**src/hw/rtl/dq_pkg.sv**
```systemverilog
// dq_pkg: shared types and constants for the double-ended queue
// used by the channel interfaces, the storage cell and the top level

package dq_pkg;

    localparam int DEPTH_DEF      = 16;
    localparam int DATA_WIDTH_DEF = 32;

    // fixed payload field widths
    localparam int REQ_W    = 3;
    localparam int VALUE_W  = 32;
    localparam int STATUS_W = 2;
    localparam int OCC_W    = 5;
    localparam int MASK_W   = 16;

    typedef enum logic [REQ_W-1:0] {
        REQ_PUSH_REAR  = 3'd0,
        REQ_PUSH_FRONT = 3'd1,
        REQ_POP_FRONT  = 3'd2,
        REQ_POP_REAR   = 3'd3,
        REQ_SEARCH     = 3'd4,
        REQ_CLEAR      = 3'd5
    } t_req_type;

    typedef enum logic [STATUS_W-1:0] {
        ST_OK        = 2'd0,
        ST_UNDERFLOW = 2'd1,
        ST_OVERFLOW  = 2'd2
    } t_status;

    // per-cycle command broadcast to every cell
    typedef struct packed {
        logic push_rear;
        logic push_front;
        logic pop_front;
        logic pop_rear;
        logic clear;
    } t_cell_op;

endpackage

```
**src/hw/rtl/dq_if.sv**
```systemverilog
// dq_if: request and response channel interfaces for the double-ended queue
// depends on dq_pkg for field widths

interface dq_req_if;
    logic                           valid;
    logic                           ready;
    logic [dq_pkg::REQ_W-1:0]       req_type;
    logic signed [dq_pkg::VALUE_W-1:0] value;

    modport source (output valid, req_type, value, input ready);
    modport sink   (input valid, req_type, value, output ready);
endinterface

interface dq_rsp_if;
    logic                              valid;
    logic                              ready;
    logic [dq_pkg::STATUS_W-1:0]       status;
    logic signed [dq_pkg::VALUE_W-1:0] front_value;
    logic signed [dq_pkg::VALUE_W-1:0] rear_value;
    logic [dq_pkg::OCC_W-1:0]          occupancy;
    logic                              is_empty;
    logic [dq_pkg::MASK_W-1:0]         match_mask;
    logic                              found;

    modport source (output valid, status, front_value, rear_value, occupancy,
                    is_empty, match_mask, found, input ready);
    modport sink   (input valid, status, front_value, rear_value, occupancy,
                    is_empty, match_mask, found, output ready);
endinterface

```
**src/hw/rtl/dq_cell.sv**
```systemverilog
// dq_cell: one queue position, holds a word and its occupied bit
// depends on dq_pkg for the cell command struct

module dq_cell #(
    parameter int DATA_WIDTH = dq_pkg::DATA_WIDTH_DEF
) (
    input  logic                  i_clk,
    input  logic                  i_rst_n,
    input  dq_pkg::t_cell_op      i_op,
    input  logic [DATA_WIDTH-1:0] i_key,
    input  logic [DATA_WIDTH-1:0] i_left_data,
    input  logic                  i_left_vld,
    input  logic [DATA_WIDTH-1:0] i_right_data,
    input  logic                  i_right_vld,
    output logic [DATA_WIDTH-1:0] o_data,
    output logic                  o_vld,
    output logic                  o_match,
    output logic                  o_last
);

    logic [DATA_WIDTH-1:0] r_data, n_data;
    logic                  r_vld, n_vld;

    always_comb begin
        n_data = r_data;
        n_vld  = r_vld;
        if (i_op.clear) begin
            n_vld = 1'b0;
        end else if (i_op.push_front) begin
            n_data = i_left_data;
            n_vld  = i_left_vld;
        end else if (i_op.push_rear) begin
            // first free position takes the new word
            if (i_left_vld && !r_vld) begin
                n_data = i_key;
                n_vld  = 1'b1;
            end
        end else if (i_op.pop_front) begin
            n_data = i_right_data;
            n_vld  = i_right_vld;
        end else if (i_op.pop_rear) begin
            n_vld = i_right_vld;
        end
    end

    always_ff @(posedge i_clk) begin
        r_data <= n_data;
        if (!i_rst_n) begin
            r_vld <= 1'b0;
        end else begin
            r_vld <= n_vld;
        end
    end

    assign o_data  = r_data;
    assign o_vld   = r_vld;
    assign o_match = r_vld && (r_data == i_key);
    assign o_last  = r_vld && !i_right_vld;

endmodule

```
**src/hw/rtl/double_ended_queue.sv**
```systemverilog
// double_ended_queue: bounded deque built as a shifting chain of cells
// a request is registered in stage 1 (cells and side results), then in the output register until its result is taken
// throughput: one request per cycle while the response is not held back; the whole chain shifts at once
// the response side is double registered, so a request is taken while a result waits
// reset: occupancy and all cell occupied bits clear at once; stored data is not cleared
// depends on dq_pkg, dq_if and dq_cell

module double_ended_queue #(
    parameter int DEPTH      = dq_pkg::DEPTH_DEF,
    parameter int DATA_WIDTH = dq_pkg::DATA_WIDTH_DEF
) (
    input  logic   i_clk,
    input  logic   i_rst_n,
    dq_req_if.sink   i_req,
    dq_rsp_if.source o_rsp
);

    localparam int CW = $clog2(DEPTH + 1);

    // cell chain taps
    logic [DATA_WIDTH-1:0] w_data  [DEPTH];
    logic                  w_vld   [DEPTH];
    logic                  w_match [DEPTH];
    logic                  w_last  [DEPTH];

    logic [DATA_WIDTH-1:0] w_key;
    logic [63:0]           w_value_ext;
    dq_pkg::t_cell_op      w_op;

    // occupancy counter
    logic [CW-1:0] r_count, n_count;
    logic          w_full, w_empty;

    // stage 1: request decoded, cells updated, side results held
    logic                         r_p_valid;
    logic [dq_pkg::STATUS_W-1:0]  r_p_status;
    logic [dq_pkg::MASK_W-1:0]    r_p_mask;
    logic                         r_p_found;
    dq_pkg::t_status              w_status;
    logic [dq_pkg::MASK_W-1:0]    w_mask;
    logic                         w_found;
    logic                         w_search;

    // stage 2: output register
    logic                              r_o_valid;
    logic [dq_pkg::STATUS_W-1:0]       r_o_status;
    logic signed [dq_pkg::VALUE_W-1:0] r_o_front;
    logic signed [dq_pkg::VALUE_W-1:0] r_o_rear;
    logic [dq_pkg::OCC_W-1:0]          r_o_occ;
    logic                              r_o_empty;
    logic [dq_pkg::MASK_W-1:0]         r_o_mask;
    logic                              r_o_found;

    logic                  w_accept, w_load_out;
    logic [DATA_WIDTH-1:0] w_rear_data;
    logic [63:0]           w_front_ext, w_rear_ext, w_count_ext;

    // handshake: stage 1 frees up when its result moves into the output register
    assign w_load_out  = r_p_valid && (!r_o_valid || o_rsp.ready);
    assign i_req.ready = !r_p_valid || w_load_out;
    assign w_accept    = i_req.valid && i_req.ready;

    // key and push word at DATA_WIDTH bits
    assign w_value_ext = 64'(i_req.value);
    assign w_key       = w_value_ext[DATA_WIDTH-1:0];

    assign w_full  = (r_count == CW'(DEPTH));
    assign w_empty = (r_count == '0);

    // request decode: illegal pushes and pops do nothing to the chain
    always_comb begin
        w_op     = '0;
        w_status = dq_pkg::ST_OK;
        w_search = 1'b0;
        n_count  = r_count;
        if (w_accept) begin
            unique case (dq_pkg::t_req_type'(i_req.req_type))
                dq_pkg::REQ_PUSH_REAR: begin
                    if (w_full) begin
                        w_status = dq_pkg::ST_OVERFLOW;
                    end else begin
                        w_op.push_rear = 1'b1;
                        n_count        = r_count + 1'b1;
                    end
                end
                dq_pkg::REQ_PUSH_FRONT: begin
                    if (w_full) begin
                        w_status = dq_pkg::ST_OVERFLOW;
                    end else begin
                        w_op.push_front = 1'b1;
                        n_count         = r_count + 1'b1;
                    end
                end
                dq_pkg::REQ_POP_FRONT: begin
                    if (w_empty) begin
                        w_status = dq_pkg::ST_UNDERFLOW;
                    end else begin
                        w_op.pop_front = 1'b1;
                        n_count        = r_count - 1'b1;
                    end
                end
                dq_pkg::REQ_POP_REAR: begin
                    if (w_empty) begin
                        w_status = dq_pkg::ST_UNDERFLOW;
                    end else begin
                        w_op.pop_rear = 1'b1;
                        n_count       = r_count - 1'b1;
                    end
                end
                dq_pkg::REQ_SEARCH: begin
                    w_search = 1'b1;
                end
                dq_pkg::REQ_CLEAR: begin
                    w_op.clear = 1'b1;
                    n_count    = '0;
                end
                default: begin
                    // unused codes leave everything unchanged
                end
            endcase
        end
    end

    // the chain: position 0 is the front; each inner cell sees its two neighbors
    for (genvar g = 0; g < DEPTH; g++) begin : g_cell
        logic [DATA_WIDTH-1:0] w_l_data, w_r_data;
        logic                  w_l_vld, w_r_vld;

        if (g == 0) begin : g_first
            // push front enters here; push rear may land here on an empty queue
            assign w_l_data = w_key;
            assign w_l_vld  = 1'b1;
        end else begin : g_inner_l
            assign w_l_data = w_data[g-1];
            assign w_l_vld  = w_vld[g-1];
        end

        if (g == DEPTH - 1) begin : g_end
            assign w_r_data = w_data[g];
            assign w_r_vld  = 1'b0;
        end else begin : g_inner_r
            assign w_r_data = w_data[g+1];
            assign w_r_vld  = w_vld[g+1];
        end

        dq_cell #(
            .DATA_WIDTH(DATA_WIDTH)
        ) u_cell (
            .i_clk       (i_clk),
            .i_rst_n     (i_rst_n),
            .i_op        (w_op),
            .i_key       (w_key),
            .i_left_data (w_l_data),
            .i_left_vld  (w_l_vld),
            .i_right_data(w_r_data),
            .i_right_vld (w_r_vld),
            .o_data      (w_data[g]),
            .o_vld       (w_vld[g]),
            .o_match     (w_match[g]),
            .o_last      (w_last[g])
        );
    end

    // search: per-cell compare, mask covers the first sixteen positions only
    always_comb begin
        w_mask  = '0;
        w_found = 1'b0;
        for (int i = 0; i < DEPTH; i++) begin
            w_found = w_found | (w_search & w_match[i]);
        end
        for (int i = 0; i < dq_pkg::MASK_W; i++) begin
            if (i < DEPTH) begin
                w_mask[i] = w_search & w_match[i];
            end
        end
    end

    // rear word: the occupied cell whose right neighbor is empty
    always_comb begin
        w_rear_data = '0;
        for (int i = 0; i < DEPTH; i++) begin
            w_rear_data = w_rear_data | (w_data[i] & {DATA_WIDTH{w_last[i]}});
        end
    end

    // front and rear sign-extended to the output width
    assign w_front_ext = 64'(signed'(w_data[0]));
    assign w_rear_ext  = 64'(signed'(w_rear_data));
    assign w_count_ext = 64'(r_count);

    always_ff @(posedge i_clk) begin
        if (!i_rst_n) begin
            r_count   <= '0;
            r_p_valid <= 1'b0;
            r_o_valid <= 1'b0;
        end else begin
            r_count <= n_count;
            if (w_accept) begin
                r_p_valid <= 1'b1;
            end else if (w_load_out) begin
                r_p_valid <= 1'b0;
            end
            if (w_load_out) begin
                r_o_valid <= 1'b1;
            end else if (o_rsp.ready) begin
                r_o_valid <= 1'b0;
            end
        end
    end

    // payload registers
    always_ff @(posedge i_clk) begin
        if (w_accept) begin
            r_p_status <= w_status;
            r_p_mask   <= w_mask;
            r_p_found  <= w_found;
        end
        // the chain and counter here reflect exactly the item in stage 1
        if (w_load_out) begin
            r_o_status <= r_p_status;
            r_o_mask   <= r_p_mask;
            r_o_found  <= r_p_found;
            r_o_occ    <= w_count_ext[dq_pkg::OCC_W-1:0];
            r_o_empty  <= w_empty;
            if (w_empty) begin
                r_o_front <= '1;
                r_o_rear  <= '1;
            end else begin
                r_o_front <= w_front_ext[dq_pkg::VALUE_W-1:0];
                r_o_rear  <= w_rear_ext[dq_pkg::VALUE_W-1:0];
            end
        end
    end

    assign o_rsp.valid       = r_o_valid;
    assign o_rsp.status      = r_o_status;
    assign o_rsp.front_value = r_o_front;
    assign o_rsp.rear_value  = r_o_rear;
    assign o_rsp.occupancy   = r_o_occ;
    assign o_rsp.is_empty    = r_o_empty;
    assign o_rsp.match_mask  = r_o_mask;
    assign o_rsp.found       = r_o_found;

endmodule
```
**src/flat_wrapper.sv**
```systemverilog
// flat-port wrapper written by rule: the top's interface ports become plain ports
module double_ended_queue_flat 
#(
    parameter int DEPTH      = dq_pkg::DEPTH_DEF,
    parameter int DATA_WIDTH = dq_pkg::DATA_WIDTH_DEF
)
  (i_clk, i_rst_n, i_req_valid, i_req_req_type, i_req_value, i_req_ready, o_rsp_valid, o_rsp_status, o_rsp_front_value, o_rsp_rear_value, o_rsp_occupancy, o_rsp_is_empty, o_rsp_match_mask, o_rsp_found, o_rsp_ready);
  dq_req_if i_req_i ();
  dq_rsp_if o_rsp_i ();
  input  logic i_clk;
  input  logic i_rst_n;
  input wire logic [$bits(i_req_i.valid)-1:0] i_req_valid;
  input wire logic [$bits(i_req_i.req_type)-1:0] i_req_req_type;
  input wire logic [$bits(i_req_i.value)-1:0] i_req_value;
  output wire logic [$bits(i_req_i.ready)-1:0] i_req_ready;
  output wire logic [$bits(o_rsp_i.valid)-1:0] o_rsp_valid;
  output wire logic [$bits(o_rsp_i.status)-1:0] o_rsp_status;
  output wire logic [$bits(o_rsp_i.front_value)-1:0] o_rsp_front_value;
  output wire logic [$bits(o_rsp_i.rear_value)-1:0] o_rsp_rear_value;
  output wire logic [$bits(o_rsp_i.occupancy)-1:0] o_rsp_occupancy;
  output wire logic [$bits(o_rsp_i.is_empty)-1:0] o_rsp_is_empty;
  output wire logic [$bits(o_rsp_i.match_mask)-1:0] o_rsp_match_mask;
  output wire logic [$bits(o_rsp_i.found)-1:0] o_rsp_found;
  input wire logic [$bits(o_rsp_i.ready)-1:0] o_rsp_ready;
  assign i_req_i.valid = i_req_valid;
  assign i_req_i.req_type = i_req_req_type;
  assign i_req_i.value = i_req_value;
  assign i_req_ready = i_req_i.ready;
  assign o_rsp_valid = o_rsp_i.valid;
  assign o_rsp_status = o_rsp_i.status;
  assign o_rsp_front_value = o_rsp_i.front_value;
  assign o_rsp_rear_value = o_rsp_i.rear_value;
  assign o_rsp_occupancy = o_rsp_i.occupancy;
  assign o_rsp_is_empty = o_rsp_i.is_empty;
  assign o_rsp_match_mask = o_rsp_i.match_mask;
  assign o_rsp_found = o_rsp_i.found;
  assign o_rsp_i.ready = o_rsp_ready;
  double_ended_queue #(.DEPTH(DEPTH), .DATA_WIDTH(DATA_WIDTH)) u_core (.i_clk(i_clk), .i_rst_n(i_rst_n), .i_req(i_req_i), .o_rsp(o_rsp_i));
endmodule
```
**config.mk**
```make
export PLATFORM = sky130hd
export DESIGN_NAME = double_ended_queue_flat
export DESIGN_NICKNAME = d
export VERILOG_FILES = /design/src/hw/rtl/dq_pkg.sv /design/src/hw/rtl/dq_if.sv /design/src/hw/rtl/dq_cell.sv /design/src/hw/rtl/double_ended_queue.sv /design/src/flat_wrapper.sv
export SDC_FILE = /design/constraint.sdc
export NUM_CORES = 1
export LEC_CHECK = 0
export BUFFER_PORTS_ARGS = -buffer_cell sky130_fd_sc_hd__buf_2
export CORE_AREA = 2 2 354 356
export CTS_BUF_LIST = sky130_fd_sc_hd__clkbuf_4 sky130_fd_sc_hd__clkbuf_8 sky130_fd_sc_hd__clkbuf_16
export CTS_CLUSTER_DIAMETER = 60
export DETAILED_ROUTE_END_ITERATION = 7
export DIE_AREA = 0 0 356 358
export GPL_TIMING_DRIVEN = 0
export MAX_ROUTING_LAYER = met4
export PLACE_DENSITY_LB_ADDON = 0.2
export SETUP_SLACK_MARGIN = 0.05
export SYNTH_ARGS = -nofsm -noshare
export SYNTH_HDL_FRONTEND = slang
export SYNTH_SLANG_ARGS = --single-unit
```
**constraint.sdc**
```tcl
create_clock -name i_clk -period 7.25 [get_ports i_clk]
set_clock_uncertainty 0.05 [all_clocks]
set_input_delay 1.8125 -clock i_clk [delete_from_list [all_inputs] [get_ports i_clk]]
set_output_delay 1.8125 -clock i_clk [all_outputs]
set_load 0.02 [all_outputs]
```
=== After elaboration in Yosys (flattened, before gate mapping) ===
Index checks and enable logic that the tools add are counted.

* $add $sub $neg: 2
* Equality and inequality tests: 40
* Muxes and demuxes: 162
* Bitwise operators: 64
* Reductions and logical operators: 96

{| class="wikitable"
|+ Operators by type and width
! operator !! number
|-
| 32-bit 2-to-1 mux || 63
|-
| 32-bit AND || 16
|-
| 32-bit == test || 16
|-
| 32-bit OR || 15
|-
| 1-bit 2-to-1 mux || 93
|-
| 3-bit AND reduction || 16
|-
| 3-bit inequality test, second input constant || 15
|-
| 1-bit logical AND || 33
|-
| 2-bit AND reduction || 15
|-
| 1-bit zero test || 17
|-
| 1-bit AND || 16
|-
| 5-bit 2-to-1 mux || 3
|-
| 1-bit OR || 15
|-
| 5-bit case mux with 3 select lines || 1
|-
| 2-bit nonzero test || 4
|-
| 3-bit by 2-bit == test with 1-bit output, second input constant || 2
|-
| 3-bit == test, second input constant || 2
|-
| 3-bit nonzero test || 2
|-
| 2-bit OR reduction || 3
|-
| 5-bit by 1-bit adder with 5-bit output, second input constant || 1
|-
| 5-bit == test, second input constant || 1
|-
| 5-bit zero test || 1
|-
| 5-bit by 1-bit subtractor with 5-bit output, second input constant || 1
|-
| 2-bit inequality test, second input constant || 2
|-
| other kinds (9) || 11
|}

* Register bits after elaboration: 643
* Input bits: 39
* Output and inout port bits: 91
* Word-level logic and storage cells: 409

=== Logic depth before layout (Yosys ltp) ===
* Depth in word-level cells: 22
* Depth in mapped cells: 9
* Mapped depth without buffers: 9

=== Modules after synthesis ===
A second synthesis with hierarchy kept.

* Cells, all modules: 3,787
* Area total of the unflattened synthesis: 40,039.7 um^2

{| class="wikitable"
|+ Modules (own cells, without submodules)
! module !! instances !! cells each !! area an instance (um^2) !! seq. area each (um^2)
|-
| dq_cell || 16 || 197 || 2,067.0 || 980.9
|-
| double_ended_queue || 1 || 635 || 6,967.9 || 3,383.2
|}

=== Worst setup path before layout ===
Ideal clock, no wire load.

* Path type: input to register
* From: in o_rsp_ready
* To: reg u_core.r_o_found, in the netlist u_core.o_rsp.found, enable pin
* Setup time: 0.548 ns
* Arrival: 5.825 ns
* Data required time: 6.652 ns
* Path slack: 0.827 ns
* Stages on the path: 2
* Buffers on the path: 0
* Cell sequence: nor2b_1 -> nor2b_1

* Longest elaborated chain between the ends: 2

{| class="wikitable"
|+ Ends and longest elaborated chain
! element !! RTL line !! text
|-
| from (decl) || flat_wrapper.sv:24 || <nowiki>input wire logic [$bits(o_rsp_i.ready)-1:0] o_rsp_ready;</nowiki>
|-
| 1-bit logical OR || double_ended_queue.sv:59 || <nowiki>assign w_load_out = r_p_valid && (!r_o_valid || o_rsp.ready);</nowiki>
|-
| 1-bit logical AND || double_ended_queue.sv:59 ||
|-
| via u_core.w_load_out || double_ended_queue.sv:54 || <nowiki>logic w_accept, w_load_out;</nowiki>
|-
| to (signal assigned) || double_ended_queue.sv:222 || <nowiki>r_o_found <= r_p_found;</nowiki>
|-
| to (decl) || double_ended_queue.sv:52 || <nowiki>logic r_o_found;</nowiki>
|}

The timed path passes the listed nets, and every way through them passes these cells.
A chain may end at the register's enable or synchronous reset.

=== Worst setup path after layout ===
* From: in i_req_req_type[0]
* To: reg u_core.g_cell[4].u_cell.r_data[3], enable pin

* Longest elaborated chain between the ends: 5
* Elaborated cells between the ends (all ways): 13
* Classes of those cells: eq/ne: 4; mux: 5; bitwise: 1; reduce/logical: 3

{| class="wikitable"
|+ Ends and longest elaborated chain
! element !! RTL line !! text
|-
| from (decl) || flat_wrapper.sv:13 || <nowiki>input wire logic [$bits(i_req_i.req_type)-1:0] i_req_req_type;</nowiki>
|-
| 3-bit by 1-bit == test with 1-bit output (tied with other cells) || double_ended_queue.sv:77 || <nowiki>unique case (dq_pkg::t_req_type'(i_req.req_type))</nowiki>
|-
| 1-bit 2-to-1 mux || double_ended_queue.sv:77 ||
|-
| 5-bit 2-to-1 mux * || double_ended_queue.sv:76 || <nowiki>if (w_accept) begin</nowiki>
|-
| 3-bit inequality test (no line) (tied with other cells) || n/a ||
|-
| 3-bit AND reduction (no line) * || n/a ||
|-
| to (signal assigned) || dq_cell.sv:47 || <nowiki>r_data <= n_data;</nowiki>
|-
| to (decl) || dq_cell.sv:21 || <nowiki>logic [DATA_WIDTH-1:0] r_data, n_data;</nowiki>
|}

Mark *: on every way between the ends. The rest lies on a longest branch, timed or not.

==> reports/qor.txt <==
Critical Path Start - i_req_req_type[0]
Synth Flop Type - edfxtp_1
Fraction of layout cells with a size suffix above 1 - 0.1128
Unique masters post-synth - 44
Static Leakage - 13.85 nW
Failing checks - max-capacitance violations, max-slew violations
Sink Count - 643
Syn Std Cell Area - 0.03695 mm²
RSZ-0062 raised after global routing - no
Port buffer count - 100
Num ports - 130
Drt pass-1 iters - 6
RePlAce Congestion - 1.091
Die area - 0.1274 mm²
Syn Area/Cell - 9.965 µm²
R2r startpoint - u_core.g_cell[4].u_cell.o_vld
Root Driver - clkbuf_16
CP Cell Sequence - buf_2 -> buf_2 -> clkbuf_1 -> clkbuf_1 -> clkbuf_1 -> nor3_1 -> nor2_4 -> buf_12
Gr usage total - 0.3838
CTS Buf Count - 92
DR vias - 35.91k
Crit path max fanout - 26
Min-Delay Endpoint - u_core.o_rsp.match_mask[4]
Crit Path Class - in2reg
Fin. Hold Viols - 0
Buf/Inv on CP - 6
Clock transition at path regs - 0.06 ns
Post-route DRC - 0
Die H - 358 µm
Synth warnings - 0
Peak Freq - 0.1649 GHz
Synth-to-Final Area Change - 16.94%
Total grt overflow - 0
Fin util - 0.3504
Initial antenna violation count - 15
Hold depth - 0
FP Rows - 129
Largest net degree at the start of global routing - 32
Worst EP arrival - 6.42 ns
Worst Min Path Start - u_core.r_p_mask[4]
Delay-heaviest family, CP - buffers and inverters
Core area - 0.1233 mm²
Sequential element share of the synthesized area - 0.5163
Fillers - 12.80k
Cts hold-fix bufs - 0
PostCTS Resize Cnt - 0
Maxcap violations - 3
Max Slew Vio Count - 33
CP max stage delay - 1.24 ns
Antenna-violating nets left - 0
Worst-Skew Late Latency - 0.74 ns
Final period util - 0.8366
H-Tree Depth - 3
CP Data Required Time - 7.60 ns
Buffers from clock root to sink, at most - 3
Die W - 356 µm
Slew headroom - -0.08419
Crit. End Element - register
Crit path time final - 6.065 ns
Starting Density - 0.2996
Routed WL per cell - 43.18 µm
Worst Hold Class - reg2reg
R2R Setup Slk - 2.38 ns
Worst reg2reg endpoint - u_core.g_cell[5].u_cell.o_data[11]
Pwr Density - 252.0 mW/mm²
Dpl hpwl - 195400 µm
Global-route wire length before repair - 313900 µm
Mapped Cells - 3708
Worst vdd ir - 164.4 µV
Vias per cell - 6.360
Vias in the first global route - 32.65k
Crit path top cell by count - clkbuf_1
Synth Net Count - 3751
Kind of start point of the critical path - input port
Worst Tran Pin Value - 1.626 ns
Final setup violation count - 0
Outcome - finished with violations
DRT iter0 DRCs - 6701
EDFF count, synth - 620
Reg2Reg Depth - 7
TritonCTS clock tree - built
Total power - 10.89 mW
Post-Route WL - 243900 µm
Slowest cell on the critical path - clkbuf_1
Yosys reg bits - 643
Post-CTS Setup Inserts - 0
Asr flop ratio synth - 0
Nets - 3965
## final cells by class
type | count | area, µm² | share of cell area
inverters | 26 | 97.59 | 0.002259
clock inverters | 62 | 678.2 | 0.01569
multi-input cells | 2700 | 16480 | 0.3814
clock buffers | 107 | 2462 | 0.05699
repair buffers | 120 | 895.9 | 0.02073
flip-flops and latches | 643 | 19080 | 0.4415
well taps | 1637 | 2048 | 0.04740
diodes | 13 | 32.53 | 0.0007529
plain buffers | 339 | 1436 | 0.03324
## placed cells by master (no fill, tap or decap), types with 26 or more instances in the layout
cell type | netlist | final
clkbuf_1 | 210 | 207
nand4_1 | 114 | 114
buf_2 | 113 | 213
and3_1 | 40 | 40
clkbuf_16 | 0 | 94
nand3_1 | 36 | 36
edfxtp_1 | 620 | 620
nand2_1 | 103 | 103
a21oi_1 | 901 | 900
inv_1 | 26 | 26
a22o_1 | 87 | 87
xor2_1 | 118 | 118
nor3_1 | 38 | 38
nor2b_1 | 51 | 50
mux2_2 | 32 | 32
a22oi_1 | 53 | 53
a221oi_1 | 119 | 119
nand2b_1 | 34 | 34
nor2_1 | 493 | 478
xnor2_1 | 392 | 392
nor4_1 | 38 | 38
## registers in the layout (all words and copies together), names as in the netlist
signal and cells:
u_core.g_cell.u_cell.o_data 512, u_core.o_rsp.front_value 32, u_core.o_rsp.rear_value 32, u_core.g_cell.u_cell.o_vld 16, u_core.o_rsp.match_mask 16, u_core.r_p_mask 16
u_core.o_rsp.occupancy 5, u_core.r_count 5, u_core.o_rsp.status 2, u_core.r_p_status 2, u_core.o_rsp.found 1, u_core.o_rsp.is_empty 1
u_core.o_rsp.valid 1, u_core.r_p_found 1, u_core.r_p_valid 1
## layer usage
metal  wire [µm]  part of all wire  GRT usage
met3       26030              0.11    0.09847
met1       94990              0.39     0.4765
met5           0                 0          -
met4       17910             0.073     0.2265
met2      104900              0.43     0.5621
## worst max-delay path by stage
stage | depth (start not counted) | slack (ns) | end
detailed placement | 8 | 0.97 | u_core.g_cell[4].u_cell.o_data[2]
finish | 8 | 1.18 | u_core.g_cell[4].u_cell.o_data[3]
floorplan | 2 | 0.83 | u_core.o_rsp.found
global placement | 3 | -2.64 | u_core.o_rsp.front_value[4]
global route | 8 | 1.45 | u_core.g_cell[4].u_cell.o_data[28]
CTS | 8 | 1.72 | u_core.g_cell[4].u_cell.o_data[28]
## cells in the mapped netlist, types with 2 or more instances
master,count,area share
a211oi_1,4,0.00081
a21o_1,2,0.00041
a21oi_1,901,0.12
a221oi_1,119,0.028
a222oi_1,14,0.0038
a22o_1,87,0.021
a22oi_1,53,0.011
a31oi_1,2,0.00034
and3_1,40,0.0068
buf_1,13,0.0013
buf_2,113,0.015
buf_6,2,0.00061
clkbuf_1,210,0.021
dfxtp_1,23,0.012
edfxtp_1,620,0.50
ha_1,3,0.0010
inv_1,26,0.0026
mux2_2,32,0.0098
nand2_1,103,0.010
nand2b_1,34,0.0058
nand3_1,36,0.0049
nand4_1,114,0.019
nor2_1,493,0.050
nor2b_1,51,0.0086
nor3_1,38,0.0051
nor4_1,38,0.0064
o2111a_1,2,0.00061
o2111ai_1,5,0.0012
o21ai_0,5,0.00068
or4_1,3,0.00061
xnor2_1,392,0.093
xor2_1,118,0.028
## kinds of logic after synthesis
kind of cell	count (synthesis)	share of synthesized area
AOI/OAI and AO/OA	1199	0.1908
and+or+nand+nor	954	0.1190
DFF	643	0.5163
xor gates and xnor gates	510	0.1209
buffers and inverters	365	0.04141
muxes	33	0.01002
adders and majority gates	4	0.001558
## per-stage QoR
| stage | std cells | instance area, µm² | setup TNS (ns) | setup slack, ns | hold slack (ns) |
|---|---|---|---|---|---|
| after floorplan | 3708 | 36950 | 0 | 0.8270 | 0.3503 |
| after global placement | 5445 | 39500 | -703.11 | -2.639 | 0.3518 |
| after detailed placement | 5465 | 40040 | 0 | 0.9663 | 0.3554 |
| after CTS | 5634 | 43180 | 0 | 1.724 | 0.3650 |
| after global routing | 5643 | 43200 | 0 | 1.450 | 0.3767 |
| final | 5647 | 43210 | 0 | 1.185 | 0.3632 |
## power by group
part / switching [mW] / internal (mW)
registers: 0.272 / 4.28
logic: 1.10 / 0.416
clock network: 1.97 / 2.84
Note: power is estimated with default switching activity, not from simulation.
